`src/rtl/kcv_pkg.sv`:
```
// ----------------------------------------------------------------------------
// kcv_pkg
// Types, codes, saturation helpers and the micro-op table of the update block.
// ----------------------------------------------------------------------------
package kcv_pkg;

	localparam int unsigned NumEntries = 10;
	localparam int unsigned NumGains   = 7;
	localparam int unsigned NumNoise   = 4;
	localparam int unsigned PcW        = 6;

	localparam logic signed [31:0] QOne = 32'sd65536;

	localparam logic [30:0] RstNoise0 = 31'd65536;
	localparam logic [30:0] RstNoise1 = 31'd65536;
	localparam logic [30:0] RstNoise2 = 31'd655360;
	localparam logic [30:0] RstNoise3 = 31'd655360;

	typedef enum logic [1:0] {
		OPC_WRITE  = 2'd0,
		OPC_READ   = 2'd1,
		OPC_PRED   = 2'd2,
		OPC_UPDATE = 2'd3
	} opc_t;

	typedef enum logic [2:0] {
		ST_IDLE, ST_WRITE, ST_READ, ST_ISSUE, ST_MULWB, ST_DIVW, ST_EMIT
	} state_t;

	typedef enum logic [1:0] {
		PH_PRED, PH_GA, PH_GB, PH_AX
	} phase_t;

	typedef enum logic [2:0] {
		OP_LDA, OP_LDN, OP_ADDA, OP_SUBA, OP_STA, OP_MUL, OP_DIV
	} aluop_t;

	typedef enum logic [3:0] {
		SRC_ONE, SRC_PI, SRC_PJ, SRC_PC, SRC_GI, SRC_GJ, SRC_R,
		SRC_T0, SRC_T1, SRC_T2, SRC_T3
	} src_t;

	typedef enum logic [3:0] {
		DST_NONE, DST_PI, DST_PJ, DST_PC, DST_GI, DST_GJ,
		DST_T0, DST_T1, DST_T2, DST_T3
	} dst_t;

	typedef struct packed {
		aluop_t op;
		src_t   a;
		src_t   b;
		dst_t   dst;
		logic   seg_end;
	} uop_t;

	typedef struct packed {
		logic       load;
		logic       wr_entry;
		logic       rd_entry;
		logic       exec;
		logic       wb;
		logic       div_wait;
		logic       emit;
		logic       last;
		logic [2:0] gidx;
		logic [1:0] ax;
		uop_t       uop;
	} dp_cmd_t;

	typedef struct packed {
		logic div_done;
	} dp_stat_t;

	// segment starts and ends in the micro-op table
	localparam logic [PcW-1:0] PcPred    = 6'd0;
	localparam logic [PcW-1:0] PcGa      = 6'd8;
	localparam logic [PcW-1:0] PcGb      = 6'd11;
	localparam logic [PcW-1:0] PcAx      = 6'd14;
	localparam logic [PcW-1:0] PcMEnd    = 6'd16;
	localparam logic [PcW-1:0] PcD       = 6'd17;
	localparam logic [PcW-1:0] PcV       = 6'd37;

	function automatic uop_t mk(aluop_t op, src_t a, src_t b, dst_t d, logic e);
		uop_t u;
		u.op      = op;
		u.a       = a;
		u.b       = b;
		u.dst     = d;
		u.seg_end = e;
		return u;
	endfunction

	// acc is the wide accumulator; T0=m, T1=d, T2/T3 scratch
	function automatic uop_t uop_rom(logic [PcW-1:0] pc);
		uop_t u;
		case (pc)
			// predict: P[i]=P[i]+P[j]+2P[c], P[c]=P[c]+P[j]
			6'd0:  u = mk(OP_LDA,  SRC_PI,  SRC_ONE, DST_NONE, 1'b0);
			6'd1:  u = mk(OP_ADDA, SRC_PJ,  SRC_ONE, DST_NONE, 1'b0);
			6'd2:  u = mk(OP_ADDA, SRC_PC,  SRC_ONE, DST_NONE, 1'b0);
			6'd3:  u = mk(OP_ADDA, SRC_PC,  SRC_ONE, DST_NONE, 1'b0);
			6'd4:  u = mk(OP_STA,  SRC_ONE, SRC_ONE, DST_PI,   1'b0);
			6'd5:  u = mk(OP_LDA,  SRC_PC,  SRC_ONE, DST_NONE, 1'b0);
			6'd6:  u = mk(OP_ADDA, SRC_PJ,  SRC_ONE, DST_NONE, 1'b0);
			6'd7:  u = mk(OP_STA,  SRC_ONE, SRC_ONE, DST_PC,   1'b1);
			// position gains
			6'd8:  u = mk(OP_LDA,  SRC_PI,  SRC_ONE, DST_NONE, 1'b0);
			6'd9:  u = mk(OP_ADDA, SRC_R,   SRC_ONE, DST_NONE, 1'b0);
			6'd10: u = mk(OP_DIV,  SRC_PI,  SRC_ONE, DST_GI,   1'b1);
			// velocity gains
			6'd11: u = mk(OP_LDA,  SRC_PI,  SRC_ONE, DST_NONE, 1'b0);
			6'd12: u = mk(OP_ADDA, SRC_R,   SRC_ONE, DST_NONE, 1'b0);
			6'd13: u = mk(OP_DIV,  SRC_PC,  SRC_ONE, DST_GJ,   1'b1);
			// m = 1 - k
			6'd14: u = mk(OP_LDA,  SRC_ONE, SRC_ONE, DST_NONE, 1'b0);
			6'd15: u = mk(OP_SUBA, SRC_GI,  SRC_ONE, DST_NONE, 1'b0);
			6'd16: u = mk(OP_STA,  SRC_ONE, SRC_ONE, DST_T0,   1'b1);
			// d = P[c] - kv*P[i]
			6'd17: u = mk(OP_MUL,  SRC_GJ,  SRC_PI,  DST_T1,   1'b0);
			6'd18: u = mk(OP_LDA,  SRC_PC,  SRC_ONE, DST_NONE, 1'b0);
			6'd19: u = mk(OP_SUBA, SRC_T1,  SRC_ONE, DST_NONE, 1'b0);
			6'd20: u = mk(OP_STA,  SRC_ONE, SRC_ONE, DST_T1,   1'b0);
			// P[j] = kv*(-P[c]-d) + P[j] + kv*kv*R
			6'd21: u = mk(OP_LDN,  SRC_PC,  SRC_ONE, DST_NONE, 1'b0);
			6'd22: u = mk(OP_SUBA, SRC_T1,  SRC_ONE, DST_NONE, 1'b0);
			6'd23: u = mk(OP_STA,  SRC_ONE, SRC_ONE, DST_T2,   1'b0);
			6'd24: u = mk(OP_MUL,  SRC_GJ,  SRC_T2,  DST_T2,   1'b0);
			6'd25: u = mk(OP_MUL,  SRC_GJ,  SRC_GJ,  DST_T3,   1'b0);
			6'd26: u = mk(OP_MUL,  SRC_T3,  SRC_R,   DST_T3,   1'b0);
			6'd27: u = mk(OP_LDA,  SRC_T2,  SRC_ONE, DST_NONE, 1'b0);
			6'd28: u = mk(OP_ADDA, SRC_PJ,  SRC_ONE, DST_NONE, 1'b0);
			6'd29: u = mk(OP_ADDA, SRC_T3,  SRC_ONE, DST_NONE, 1'b0);
			6'd30: u = mk(OP_STA,  SRC_ONE, SRC_ONE, DST_PJ,   1'b0);
			// P[c] = d*m + k*kv*R
			6'd31: u = mk(OP_MUL,  SRC_T1,  SRC_T0,  DST_T2,   1'b0);
			6'd32: u = mk(OP_MUL,  SRC_GI,  SRC_GJ,  DST_T3,   1'b0);
			6'd33: u = mk(OP_MUL,  SRC_T3,  SRC_R,   DST_T3,   1'b0);
			6'd34: u = mk(OP_LDA,  SRC_T2,  SRC_ONE, DST_NONE, 1'b0);
			6'd35: u = mk(OP_ADDA, SRC_T3,  SRC_ONE, DST_NONE, 1'b0);
			6'd36: u = mk(OP_STA,  SRC_ONE, SRC_ONE, DST_PC,   1'b0);
			// P[i] = P[i]*m*m + k*k*R
			6'd37: u = mk(OP_MUL,  SRC_PI,  SRC_T0,  DST_T2,   1'b0);
			6'd38: u = mk(OP_MUL,  SRC_T2,  SRC_T0,  DST_T2,   1'b0);
			6'd39: u = mk(OP_MUL,  SRC_GI,  SRC_GI,  DST_T3,   1'b0);
			6'd40: u = mk(OP_MUL,  SRC_T3,  SRC_R,   DST_T3,   1'b0);
			6'd41: u = mk(OP_LDA,  SRC_T2,  SRC_ONE, DST_NONE, 1'b0);
			6'd42: u = mk(OP_ADDA, SRC_T3,  SRC_ONE, DST_NONE, 1'b0);
			6'd43: u = mk(OP_STA,  SRC_ONE, SRC_ONE, DST_PI,   1'b1);
			default: u = mk(OP_LDA, SRC_ONE, SRC_ONE, DST_NONE, 1'b1);
		endcase
		return u;
	endfunction

	function automatic logic signed [31:0] sat36(logic signed [35:0] x);
		logic signed [31:0] r;
		if (x > 36'sd2147483647)
			r = 32'sh7fffffff;
		else if (x < -36'sd2147483648)
			r = 32'sh80000000;
		else
			r = x[31:0];
		return r;
	endfunction

	function automatic logic signed [31:0] sat48(logic signed [47:0] x);
		logic signed [31:0] r;
		if (x > 48'sd2147483647)
			r = 32'sh7fffffff;
		else if (x < -48'sd2147483648)
			r = 32'sh80000000;
		else
			r = x[31:0];
		return r;
	endfunction

endpackage

```
`src/rtl/kcv_ctrl.sv`:
```
// ----------------------------------------------------------------------------
// kcv_ctrl
// Controller: decodes commands and steps the micro-op table.
// ----------------------------------------------------------------------------
module kcv_ctrl (
	input  logic              clk,
	input  logic              arst_n,
	input  logic              start,
	input  logic [1:0]        opcode,
	input  logic [3:0]        entry_index,
	output logic              busy,
	output kcv_pkg::dp_cmd_t  cmd,
	input  kcv_pkg::dp_stat_t stat
);
	import kcv_pkg::*;

	state_t         state_q, state_d;
	phase_t         phase_q, adv_phase;
	logic [PcW-1:0] pc_q, adv_pc;
	logic [1:0]     ax_q, adv_ax;
	logic [2:0]     n_q;
	logic           adv_finish;
	logic           step;
	logic           accept;
	uop_t           uop;
	opc_t           opc;

	assign uop    = uop_rom(pc_q);
	assign accept = start && state_q == ST_IDLE;
	assign opc    = opc_t'(opcode);
	assign step   = (state_q == ST_ISSUE && uop.op != OP_MUL && uop.op != OP_DIV) ||
	                state_q == ST_MULWB ||
	                (state_q == ST_DIVW && stat.div_done);

	// sequencing between table segments
	always_comb begin
		adv_pc     = pc_q + 6'd1;
		adv_ax     = ax_q;
		adv_phase  = phase_q;
		adv_finish = 1'b0;
		if (uop.seg_end) begin
			case (phase_q)
				PH_PRED: adv_finish = 1'b1;
				PH_GA: begin
					if (ax_q == 2'd3) begin
						adv_ax    = 2'd0;
						adv_pc    = PcGb;
						adv_phase = PH_GB;
					end else begin
						adv_ax = ax_q + 2'd1;
						adv_pc = PcGa;
					end
				end
				PH_GB: begin
					if (ax_q == 2'd2) begin
						adv_ax    = 2'd0;
						adv_pc    = PcAx;
						adv_phase = PH_AX;
					end else begin
						adv_ax = ax_q + 2'd1;
						adv_pc = PcGb;
					end
				end
				PH_AX: begin
					if (pc_q == PcMEnd) begin
						// scale/aspect variance has no velocity terms
						adv_pc = (ax_q == 2'd3) ? PcV : PcD;
					end else if (ax_q == 2'd3) begin
						adv_finish = 1'b1;
					end else begin
						adv_ax = ax_q + 2'd1;
						adv_pc = PcAx;
					end
				end
				default: adv_finish = 1'b1;
			endcase
		end
	end

	// next state
	always_comb begin
		state_d = state_q;
		case (state_q)
			ST_IDLE: begin
				if (start) begin
					case (opc)
						OPC_WRITE:  state_d = ST_WRITE;
						OPC_READ:   state_d = ST_READ;
						OPC_PRED:   state_d = (entry_index < 4'd3) ? ST_ISSUE : ST_IDLE;
						OPC_UPDATE: state_d = ST_ISSUE;
						default:    state_d = ST_IDLE;
					endcase
				end
			end
			ST_WRITE, ST_READ: state_d = ST_IDLE;
			ST_ISSUE: begin
				if (uop.op == OP_MUL)
					state_d = ST_MULWB;
				else if (uop.op == OP_DIV)
					state_d = ST_DIVW;
			end
			ST_MULWB: state_d = ST_ISSUE;
			ST_DIVW: begin
				if (stat.div_done)
					state_d = ST_ISSUE;
			end
			ST_EMIT: begin
				if (n_q == 3'(NumGains - 1))
					state_d = ST_IDLE;
			end
			default: state_d = ST_IDLE;
		endcase
		if (step && adv_finish)
			state_d = (phase_q == PH_PRED) ? ST_IDLE : ST_EMIT;
	end

	always_ff @(posedge clk or negedge arst_n) begin
		if (!arst_n) begin
			state_q <= ST_IDLE;
			phase_q <= PH_PRED;
			pc_q    <= PcPred;
			ax_q    <= 2'd0;
			n_q     <= 3'd0;
		end else begin
			state_q <= state_d;
			if (accept) begin
				n_q <= 3'd0;
				if (opc == OPC_PRED) begin
					phase_q <= PH_PRED;
					pc_q    <= PcPred;
					ax_q    <= entry_index[1:0];
				end else begin
					phase_q <= PH_GA;
					pc_q    <= PcGa;
					ax_q    <= 2'd0;
				end
			end else if (step) begin
				pc_q    <= adv_pc;
				ax_q    <= adv_ax;
				phase_q <= adv_phase;
			end else if (state_q == ST_EMIT) begin
				n_q <= n_q + 3'd1;
			end
		end
	end

	// outputs
	always_comb begin
		cmd          = '0;
		cmd.load     = accept;
		cmd.uop      = uop;
		cmd.ax       = ax_q;
		cmd.gidx     = n_q;
		cmd.last     = (n_q == 3'(NumGains - 1));
		case (state_q)
			ST_WRITE: cmd.wr_entry = 1'b1;
			ST_READ:  cmd.rd_entry = 1'b1;
			ST_ISSUE: cmd.exec     = 1'b1;
			ST_MULWB: cmd.wb       = 1'b1;
			ST_DIVW:  cmd.div_wait = 1'b1;
			ST_EMIT:  cmd.emit     = 1'b1;
			default:  ;
		endcase
	end

	assign busy = (state_q != ST_IDLE);

endmodule

```
`config.mk`:
```
export PLATFORM = sky130hd
export DESIGN_NAME = kcv_ctrl
export DESIGN_NICKNAME = d
export VERILOG_FILES = /design/src/rtl/kcv_pkg.sv /design/src/rtl/kcv_ctrl.sv
export SDC_FILE = /design/constraint.sdc
export NUM_CORES = 1
export LEC_CHECK = 0
export BUFFER_PORTS_ARGS = -buffer_cell sky130_fd_sc_hd__buf_2
export CORE_ASPECT_RATIO = 1.4
export CORE_UTILIZATION = 46
export DETAILED_ROUTE_END_ITERATION = 10
export PLACE_DENSITY = 0.78
export SLEW_MARGIN = 20
export SYNTH_ARGS = -nofsm -noshare
export SYNTH_HDL_FRONTEND = slang
export SYNTH_SLANG_ARGS = --single-unit
```
`constraint.sdc`:
```
create_clock -name clk -period 3.7 [get_ports clk]
set_clock_uncertainty 0.1 [all_clocks]
set_input_delay 0 -clock clk [delete_from_list [all_inputs] [get_ports clk]]
set_output_delay 0 -clock clk [all_outputs]
set_load 0.02 [all_outputs]
```
==> key figures, run 1 <==
Route
  • DR vias/cell: 5.92
  • DRC: 0
  • Via count: 2,512
  • Post-route ant nets: 0
  • Post-Route WL: 7050 µm
  • Routed wire length per instance: 16.6 µm
  • Iter 0 DRT Violations: 290
  • Drt pass-1 iters: 4

Global route
  • All-Layer GR Usage: 27.7%
  • Largest net degree at the start of global routing: 32
  • Grt ovf: 0
  • Vias in the first global route: 2,340
  • Global-route wire length before repair: 11,000 µm
  • Antenna violations before repair: 0

Yosys
  • Flops & latches, synth: 16
  • Synth Warn #: 0
  • Syn Nets: 357
  • Synth Area per Inst: 7.13 µm²
  • Async SR Flop Fraction: 100%
  • Mapped Cells: 326
  • Post-synth EDFFs: 0
  • Post-synthesis instance area: 0.00232 mm²
  • Seq/Total Area, Yosys: 17.2%
  • Top FF cell, synth: dfrtp_1
  • Distinct cells, synth: 61

Worst setup path
  • Crit path top cell by count: inv_1
  • Delay-heaviest family, CP: compound AO/OA/AOI/OAI gates
  • Worst path slowest cell: dfrtp_1
  • Crit path kind: reg2reg
  • CP startpoint kind: flop
  • Critical Path AT: 3.26 ns
  • Critical path, cell by cell: inv_1 > ha_1 > nand2_1 > inv_1 > o311ai_1 > nand4_1 > a211oi_4 > nor3_2 > a2111oi_2
  • Worst EP required: 3.74 ns
  • CP Buf/Inv Count: 2
  • Worst Path Max Fanout: 10
  • Crit end category: flop
  • Largest stage delay on the critical path: 0.51 ns

Final layout
  • Register area: 400 µm²
  • Area Growth Syn to Fin: 14.1%
  • Final net count: 392
  • Fillers: 452
  • Multi-input logic area: 0.00171 mm²
  • Ratio of cells with drive above 1 in the final layout: 18.9%
  • Ant. Diodes: 0
  • Fin util: 54.8%
  • Final instance area: 0.00265 mm²

Die
  • Die Ht: 86.1 µm
  • # rows: 30
  • Die area: 0.00535 mm²
  • IO Count: 40
  • Core area: 0.00484 mm²
  • Initial Utilization: 48.0%
  • Chip width: 62.1 µm

STA
  • Final setup fails: 0
  • Slew HR: 58.8%
  • Hold slack: 0.0396 ns
  • Final WS setup: 0.480 ns
  • RSZ-0062 raised after global routing: no
  • Final Cycle Share: 87.0%
  • Max Clk Rate: 311 MHz
  • Max Slew Vio Count: 0
  • Fin. Hold Viols: 0
  • Final setup TNS: 0 ns
  • Worst-Margin Slew: 0.618 ns
  • Crit path time final: 3.22 ns

Clock tree
  • Clock Path Buffers: 2
  • H-tree levels: 1
  • CTS Root Cell: clkbuf_8
  • CTS tree: done
  • CTS resizes: 0
  • Clk pin slew, worst setup/hold paths: 0.07 ns
  • Cts bufs inserted: 3
  • CTS sink count: 16
  • Clk Latency, worst-skew pair: 0.25 ns

Place
  • Pre-CTS setup slack: 0.550 ns
  • PortBufs: 39
  • Area post-placement: 0.00257 mm²
  • HPWL Detailed: 5430 µm
  • Placer Congestion: 1.03

Power and ir drop
  • Internal power: 0.895 mW
  • Combinational share of power: 75.3%
  • Worst IR drop on VDD: 419 µV
  • Sw Pwr: 1.16 mW
  • Pwr/cell area: 774 mW/mm²
  • Switching Fraction: 56.4%
  • Clock power frac: 7.8%
  • Reg power frac: 17.0%
  • Leak pwr: 1.26 nW

Worst hold path
  • Worst min path class: in2reg

Run status
  • Status: completed

Run
  • MaxCap Viol Count: 0
==> logic make-up (layout without fill, tap and decap cells) <==
logic type / Yosys count / after routing / share of synthesized area [%]
simple gates: 122 / 122 / 25.5
compound gates: 105 / 105 / 31.0
buf+inv: 48 / 82 / 9.20
fa+ha+maj: 21 / 21 / 11.3
flops: 16 / 16 / 17.2
mux: 9 / 9 / 3.88
xor+xnor: 5 / 5 / 1.88
==> timing repair <==
action                                 in CTS  in global routing
hold buffers                                3                  0
endpoints found under the hold margin      18                  0
setup buffers                               0                  0
==> flip-flops by register name, summed over array words and instances (netlist names) <==
| register | count |
|---|---|
| ax_q | 2 |
| n_q | 3 |
| pc_q | 6 |
| phase_q | 2 |
| state_q | 3 |
==> power by group through the flow <==
stage	Combinational [mW]	Sequential, mW	Clock [mW]
after global placement	1.50	0.346	0
after floorplan	1.17	0.301	0
after global routing	1.68	0.361	0.167
after detailed placement	1.51	0.347	0
after CTS	1.52	0.344	0.157
final	1.55	0.348	0.159
==> cell usage in the layout (no fill, tap or decap), types with 9 or more instances in the layout <==
cell / n
nor2_1: 35
a21oi_1: 24
nand2_1: 32
mux2i_1: 9
inv_1: 25
o21ai_0: 36
nand3_1: 16
buf_2: 39
ha_1: 21
dfrtp_1: 16
==> per-stage QoR <==
step | power [mW] | cells
after floorplan | 1.47 | 326
after global placement | 1.85 | 417
after detailed placement | 1.86 | 417
after CTS | 2.02 | 424
after global routing | 2.21 | 424
final | 2.05 | 424
==> path summary, 6_finish.rpt <==
| kind | startpoint | endpoint | slack [ns] | depth (start not counted) |
|---|---|---|---|---|
| setup / recovery | pc_q[0] | state_q[0] | 0.48 | 9 |
| min in group asynchronous | arst_n | n_q[0] | 0.10 | 2 |
| max in group asynchronous | arst_n | pc_q[4] | 3.13 | 2 |
| setup reg to reg | pc_q[0] | state_q[0] | 0.48 | 9 |
| hold reg to reg | n_q[0] | n_q[0] | 0.47 | 1 |
| hold / removal | opcode[1] | pc_q[3] | 0.04 | 4 |
==> layout make-up <==
cell class | instances | area share [%]
multi-input combinational | 262 | 64.5
tap | 64 | 3.02
clock buffer | 4 | 2.08
inverter | 27 | 3.82
sequential | 16 | 15.1
timing repair buffer | 51 | 11.5
==> synthesized netlist by cell type (all sizes together), types with 2 or more instances <==
cell type,n,share of area (%)
or2,3,0.81
and2,2,0.54
xor2,3,1.1
buf,10,3.1
a31oi,3,0.81
a22oi,3,0.97
o311ai,2,1.5
mux2i,9,3.9
inv,27,4.4
or3,3,0.81
o211ai,5,1.6
nand4,4,1.1
a221oi,2,1.0
nand2b,9,2.7
dfrtp,16,17
ha,21,11
o21ai,40,8.8
o32a,2,0.91
nor3,4,1.1
or4,2,0.65
a21boi,2,0.65
a211oi,6,2.7
xnor2,2,0.75
nand3,16,3.4
nand2,32,5.2
nor2b,8,2.2
clkbuf,11,1.8
o221ai,2,0.75
a21oi,25,5.5
nor2,35,5.7
nor3b,2,0.65
==> routing by layer <==
metal | global-route usage (%) | up-vias | part of all wire, %
met4 | 15.2 | 0 | 4.9
met2 | 48.5 | 116 | 52
met5 | 0 | - | 0
li1 | - | 1228 | -
met1 | 30.5 | 1143 | 38
met3 | 3.62 | 25 | 4.7
==> worst min-delay path, stage by stage <==
cell and delay [ns]:
buf_2 0.10, nand2_1 0.08, nand2_1 0.09, o211ai_1 0.08
(Power assumes the default switching activity.)
==> inputs of run 2 (changes only) <==
BUFFER_PORTS_ARGS = not set   (was -buffer_cell sky130_fd_sc_hd__buf_2)
DONT_BUFFER_PORTS = 1   (was not set)
PLACE_DENSITY = 0.72   (was 0.78)
==> run 2 against run 1 <==
  * Routed wire length decreased by 6.7%
  * Setup slack got worse by 0.057 ns
  * Non-clock buffer count decreased by 36
  * Maximum frequency decreased by 1.7%
  * Critical endpoint unchanged
  * Design area decreased by 6.0%
  * Via count decreased by 5.1%
  * Die area unchanged
  * Register-to-register slack got worse by 0.06 ns
  * Final cell count decreased by 8.5%
  * Largest power group unchanged
  * Critical path depth unchanged
==> key figures, run 2 (same netlist as run 1, synthesis figures left out) <==
Final layout
  • Register area: 400 µm² (unchanged)
  • Area Growth Syn to Fin: 7.21%
  • Max reg flops: 6 (unchanged)
  • Most common cell after layout, fill and taps aside: o21ai_0
  • Fillers: 487 (+7.7%)
  • Most flop-heavy register: pc_q
  • Ratio of cells with drive above 1 in the final layout: 8.33% (-11 points)
  • Largest regs: pc_q: 6 flops, n_q: 3 flops, state_q: 3 flops
  • Ant. Diodes: 0 (unchanged)
  • Final net count: 356 (-9.2%)
  • Most frequent cells in the layout: o21ai_0 (36), nor2_1 (35), nand2_1 (32)
  • Multi-input logic area: 0.00171 mm² (unchanged)

STA
  • Hold slack: 0.0704 ns (+0.0308 ns)
  • RSZ-0062 raised after global routing: no
  • Max Slew Vio Count: 0 (unchanged)
  • Worst-Margin Slew: 0.783 ns (+0.165 ns)
  • Final setup fails: 0 (unchanged)
  • Max Clk Rate: 305 MHz (-1.7%)
  • Final Cycle Share: 88.6% (+1.5 points)
  • Crit path time final: 3.28 ns (+0.0573 ns)
  • Fin. Hold Viols: 0 (unchanged)
  • Final setup TNS: 0 ns (unchanged)
  • Slew HR: 47.6% (-11 points)

Power and ir drop
  • Leak pwr: 1.07 nW (-15%)
  • Reg power frac: 18.9% (+1.9 points)
  • Internal power: 0.820 mW (-8.3%)
  • Clock power frac: 8.3% (+0.5 points)
  • Combinational share of power: 72.9% (-2.4 points)
  • Switching Fraction: 57.4% (+1.0 points)
  • Worst IR drop on VDD: 521 µV (+24%)
  • Sw Pwr: 1.11 mW (-4.4%)
  • Pwr/cell area: 773 mW/mm² (about the same)

Worst setup path
  • Crit Reg-Reg Endpoint: state_q[0]
  • Critical Path Start: pc_q[1]
  • Crit end category: flop
  • CP startpoint kind: flop
  • Reg2reg path depth: 9 (unchanged)
  • Crit path to: state_q[0]
  • Worst Path Max Fanout: 15 (+5)
  • RR Startpoint: pc_q[1]
  • Worst EP required: 3.74 ns (about the same)
  • R2r setup slk: 0.42 ns (-0.06 ns)
  • Critical Path AT: 3.32 ns (+0.06 ns)
  • Crit path kind: reg2reg

Die
  • # rows: 30 (unchanged)
  • Die area: 0.00535 mm² (unchanged)
  • Initial Utilization: 48.0% (unchanged)
  • IO Count: 40 (unchanged)
  • Core area: 0.00484 mm² (unchanged)
  • Die Ht: 86.1 µm (unchanged)
  • Chip width: 62.1 µm (unchanged)

Route
  • Iter 0 DRT Violations: 252 (-13%)
  • DR vias/cell: 6.15 (+3.8%)
  • Via count: 2,385 (-5.1%)
  • DRC: 0 (unchanged)
  • Drt pass-1 iters: 6 (+2)
  • Post-route ant nets: 0 (unchanged)
  • Routed wire length per instance: 17.0 µm (+2.0%)
  • Post-Route WL: 6580 µm (-6.7%)

Global route
  • Antenna violations before repair: 0 (unchanged)
  • Vias in the first global route: 2,214 (-5.4%)
  • Largest net degree at the start of global routing: 37 (+16%)
  • Global-route wire length before repair: 10,000 µm (-9.3%)
  • Grt ovf: 0 (unchanged)
  • All-Layer GR Usage: 25.0% (-2.7 points)

Clock tree
  • CTS tree: done
  • CTS sink count: 16 (unchanged)
  • Cts bufs inserted: 3 (unchanged)
  • H-tree levels: 1 (unchanged)
  • Clk pin slew, worst setup/hold paths: 0.07 ns (about the same)
  • Clock Path Buffers: 2 (unchanged)
  • CTS Root Cell: clkbuf_8
  • Clk Latency, worst-skew pair: 0.25 ns (about the same)
  • Setup Fix Bufs, Post-CTS: 0 (unchanged)

Worst hold path
  • Worst min path class: in2reg

Place
  • Placer Congestion: 0.902 (-12%)
  • PortBufs: 0 (-100%)
  • HPWL Detailed: 5060 µm (-6.9%)

Run
  • MaxCap Viol Count: 0 (unchanged)

Run status
  • Status: completed
run 2: worst min path at each step:
stage	startpoint	end	slack (ns)	cells past startpoint
2_1_floorplan	arst_n	ax_q[0]	-0.40	0
3_3_place_gp	arst_n	phase_q[1]	-0.39	0
3_5_place_dp	arst_n	phase_q[1]	-0.39	0
4_1_cts	start	state_q[1]	0.07	5
5_1_grt	opcode[0]	state_q[0]	0.11	4
6_report	start	state_q[1]	0.07	5
run 2: metrics by stage:
step / util [%] / std cells / setup slack [ns] / total power [mW] / area (µm²)
3_5_place_dp: 48.7 / 376 / 0.481 / 1.74 / 2360
4_1_cts: 51.5 / 388 / 0.449 / 1.91 / 2490
5_1_grt: 51.5 / 388 / 0.101 / 2.09 / 2490
3_3_place_gp: 48.7 / 376 / 0.561 / 1.72 / 2360
2_1_floorplan: - / 326 / 0.791 / 1.47 / 2320
6_report: 51.5 / 388 / 0.423 / 1.93 / 2490
run 2: worst max-delay path: stages, from the launching register on:
cell	delay (ns)
dfrtp_1	0.62
inv_1	0.19
ha_1	0.43
nand2_1	0.15
inv_1	0.07
o311ai_1	0.50
nand4_1	0.27
a211oi_4	0.38
nor3_2	0.12
a2111oi_2	0.32
run 2: cell type report:
class,count,share of cell area (%)
Multi-Input combinational cell,262,68.6
Tap cell,64,3.21
Inverter,27,4.07
Timing Repair Buffer,15,5.82
Clock buffer,4,2.21
Sequential cell,16,16.1
run 2: what timing repair did:
item                                   4_1_cts  5_1_grt
resized for setup                            0        0
endpoints found under the hold margin       21        0
hold buffers                                 8        0
run 2: layer usage:
layer  share of wire, %  wire length [µm]  GRT usage (%)  up-vias
met5                  0                 0              0        -
met4                3.3               216           11.3        0
met3                4.4               290           1.96       14
met2                 53              3490           47.5      102
met1                 39              2580           26.0     1116
li1                   -                 -              -     1153
run 2: power by group through the flow:
stage,combinational [mW],sequential [mW],clock (mW)
detailed placement,1.37,0.366,0
floorplan,1.17,0.301,0
CTS,1.39,0.362,0.162
global route,1.54,0.377,0.171
global placement,1.36,0.362,0
finish,1.40,0.364,0.159
==> inputs of run 3 (changes only) <==
clock period = 3.27 ns   (was 3.7 ns; I/O delays follow)
==> run 3 against run 2 <==
  * Sequential power rose by 24%
  * Largest power group unchanged
  * Via count fell by 0.38%
  * Largest cell class unchanged
  * Clock power rose by 17%
  * Setup slack got worse by 0.22 ns
  * First-iteration DRC count rose by 2.0%
  * Non-clock buffer count rose by 5
  * Critical path type unchanged
  * Final cell count rose by 1.3%
==> key figures, run 3 (same netlist as run 1, synthesis figures left out) <==
Power and ir drop
  • Worst IR drop on VDD: 397 µV (-24%)
  • Pwr/cell area: 877 mW/mm² (+13%)
  • Leak pwr: 1.10 nW (+2.4%)

STA
  • Final Cycle Share: 93.8% (+5.3 points)
  • Max Slew Vio Count: 0 (unchanged)
  • Final setup TNS: 0 ns (unchanged)
  • Fin. Hold Viols: 0 (unchanged)
  • Final setup fails: 0 (unchanged)
  • Max Clk Rate: 326 MHz (+6.8%)
  • RSZ-0062 raised after global routing: no
  • Slew HR: 41.9% (-5.8 points)
  • Worst-Margin Slew: 0.872 ns (+0.0889 ns)
  • Crit path time final: 3.07 ns (-0.209 ns)

Die
  • IO Count: 40 (unchanged)
  • Chip width: 62.1 µm (unchanged)
  • Die Ht: 86.1 µm (unchanged)
  • Core area: 0.00484 mm² (unchanged)
  • # rows: 30 (unchanged)
  • Die area: 0.00535 mm² (unchanged)
  • Initial Utilization: 48.0% (unchanged)

Run
  • MaxCap Viol Count: 0 (unchanged)

Final layout
  • Most common cell after layout, fill and taps aside: o21ai_0
  • Ant. Diodes: 0 (unchanged)
  • Most flop-heavy register: pc_q
  • Fin util: 51.9% (+0.47 points)
  • Most frequent cells in the layout: o21ai_0 (36), nor2_1 (35), nand2_1 (32)
  • Ratio of cells with drive above 1 in the final layout: 10.0% (+1.7 points)
  • Largest regs: pc_q: 6 flops, n_q: 3 flops, state_q: 3 flops
  • Max reg flops: 6 (unchanged)
  • Final instance area: 0.00251 mm² (+0.90%)
  • Final net count: 361 (+1.4%)
  • Area Growth Syn to Fin: 8.18%

Place
  • Area post-placement: 0.00239 mm² (+1.4%)
  • PortBufs: 0 (unchanged)
  • Placer Congestion: 0.964 (+6.9%)
  • HPWL Detailed: 5010 µm (-0.87%)

Global route
  • Grt ovf: 0 (unchanged)
  • Antenna violations before repair: 0 (unchanged)
  • Global-route wire length before repair: 10,400 µm (+3.6%)
  • All-Layer GR Usage: 25.6% (+0.60 points)
  • Largest net degree at the start of global routing: 31 (-16%)
  • Vias in the first global route: 2,226 (+0.54%)

Worst setup path
  • Critical Path AT: 3.11 ns (-0.21 ns)
  • Critical path, cell by cell: inv_1 > ha_1 > nand2_1 > inv_1 > o311ai_1 > nand4_1 > a211oi_4 > nor3_2 > a221o_1
  • Worst EP required: 3.31 ns (-0.43 ns)
  • Critical Path Start: pc_q[0]
  • Crit end category: flop
  • RR Startpoint: pc_q[0]
  • Largest stage delay on the critical path: 0.52 ns (-0.10 ns)
  • Worst path slowest cell: dfrtp_1
  • Crit path top cell by count: inv_1
  • Delay-heaviest family, CP: compound AO/OA/AOI/OAI gates
  • Crit path kind: reg2reg
  • Worst Path Max Fanout: 10 (-5)
  • CP Buf/Inv Count: 2 (unchanged)
  • CP startpoint kind: flop

Route
  • Drt pass-1 iters: 5 (-1)
  • Iter 0 DRT Violations: 257 (+2.0%)
  • DR vias/cell: 6.05 (-1.6%)
  • Post-route ant nets: 0 (unchanged)
  • Routed wire length per instance: 16.7 µm (-1.4%)
  • Via count: 2,376 (-0.38%)
  • DRC: 0 (unchanged)
  • Post-Route WL: 6570 µm (-0.11%)

Clock tree
  • Clock Path Buffers: 2 (unchanged)
  • CTS sink count: 16 (unchanged)
  • CTS tree: done
  • Clk Latency, worst-skew pair: 0.26 ns (about the same)
  • Cts bufs inserted: 3 (unchanged)
  • CTS resizes: 0 (unchanged)
  • Setup Fix Bufs, Post-CTS: 0 (unchanged)
  • H-tree levels: 1 (unchanged)
  • Clk pin slew, worst setup/hold paths: 0.08 ns (about the same)
  • CTS Root Cell: clkbuf_8

Worst hold path
  • Worst min path class: in2reg
  • Worst hold start: start

Run status
  • Status: completed
==> run 3: layout make-up <==
cell class	instances	area (µm²)
inverters	27	101
flip-flops and latches	16	400
multi-input cells	262	1710
repair buffers	20	168
clock buffers	4	55.1
fillers	484	2330
well taps	64	80.1
==> run 3: report_power, final <==
| group | switching (mW) | total [mW] | leakage, nW | internal [mW] |
|---|---|---|---|---|
| Sequential | 0.192 | 0.451 | 0.209 | 0.260 |
| Combinational | 0.981 | 1.57 | 0.858 | 0.587 |
| Clock | 0.0792 | 0.186 | 0.0288 | 0.107 |
==> run 3: stage by stage <==
step	total power, mW	hold slack (ns)	std cells	setup slack, ns
final	2.21	0.0711	393	0.202
after global routing	2.40	0.119	393	0.0110
after detailed placement	1.99	-0.395	382	0.244
after CTS	2.18	0.0725	393	0.209
after global placement	1.96	-0.395	382	0.355
after floorplan	1.66	-0.396	326	0.361
==> run 3: timing repair <==
action	CTS	global route
endpoints found under the hold margin	21	0
endpoints found under the setup margin	0	0
hold buffers	7	0
==> run 3: worst reg2reg max path: stages, from the launching register on <==
cell      delay (ns)
dfrtp_1         0.52
inv_1           0.10
ha_1            0.41
nand2_1         0.15
inv_1           0.09
o311ai_1        0.47
nand4_1         0.29
a211oi_4        0.39
nor3_2          0.12
a221o_1         0.32
==> run 3: layer usage <==
metal / routed length (µm) / part of all wire, % / global-route usage (%) / vias to the layer above
met5: 0 / 0 / 0 / -
met4: 235 / 3.6 / 9.90 / 0
met3: 363 / 5.5 / 4.22 / 22
met2: 3440 / 52 / 45.2 / 94
met1: 2530 / 38 / 29.3 / 1093
li1: - / - / - / 1167
==> run 3: worst paths after layout <==
kind | endpoint | slack, ns | depth (start not counted)
worst max-delay path | state_q[2] | 0.20 | 9
worst min-delay path | state_q[1] | 0.07 | 5
worst max register to register | state_q[2] | 0.20 | 9
worst min register to register | phase_q[0] | 0.55 | 2
max in group asynchronous | pc_q[4] | 2.35 | 1
min in group asynchronous | n_q[2] | 0.19 | 1
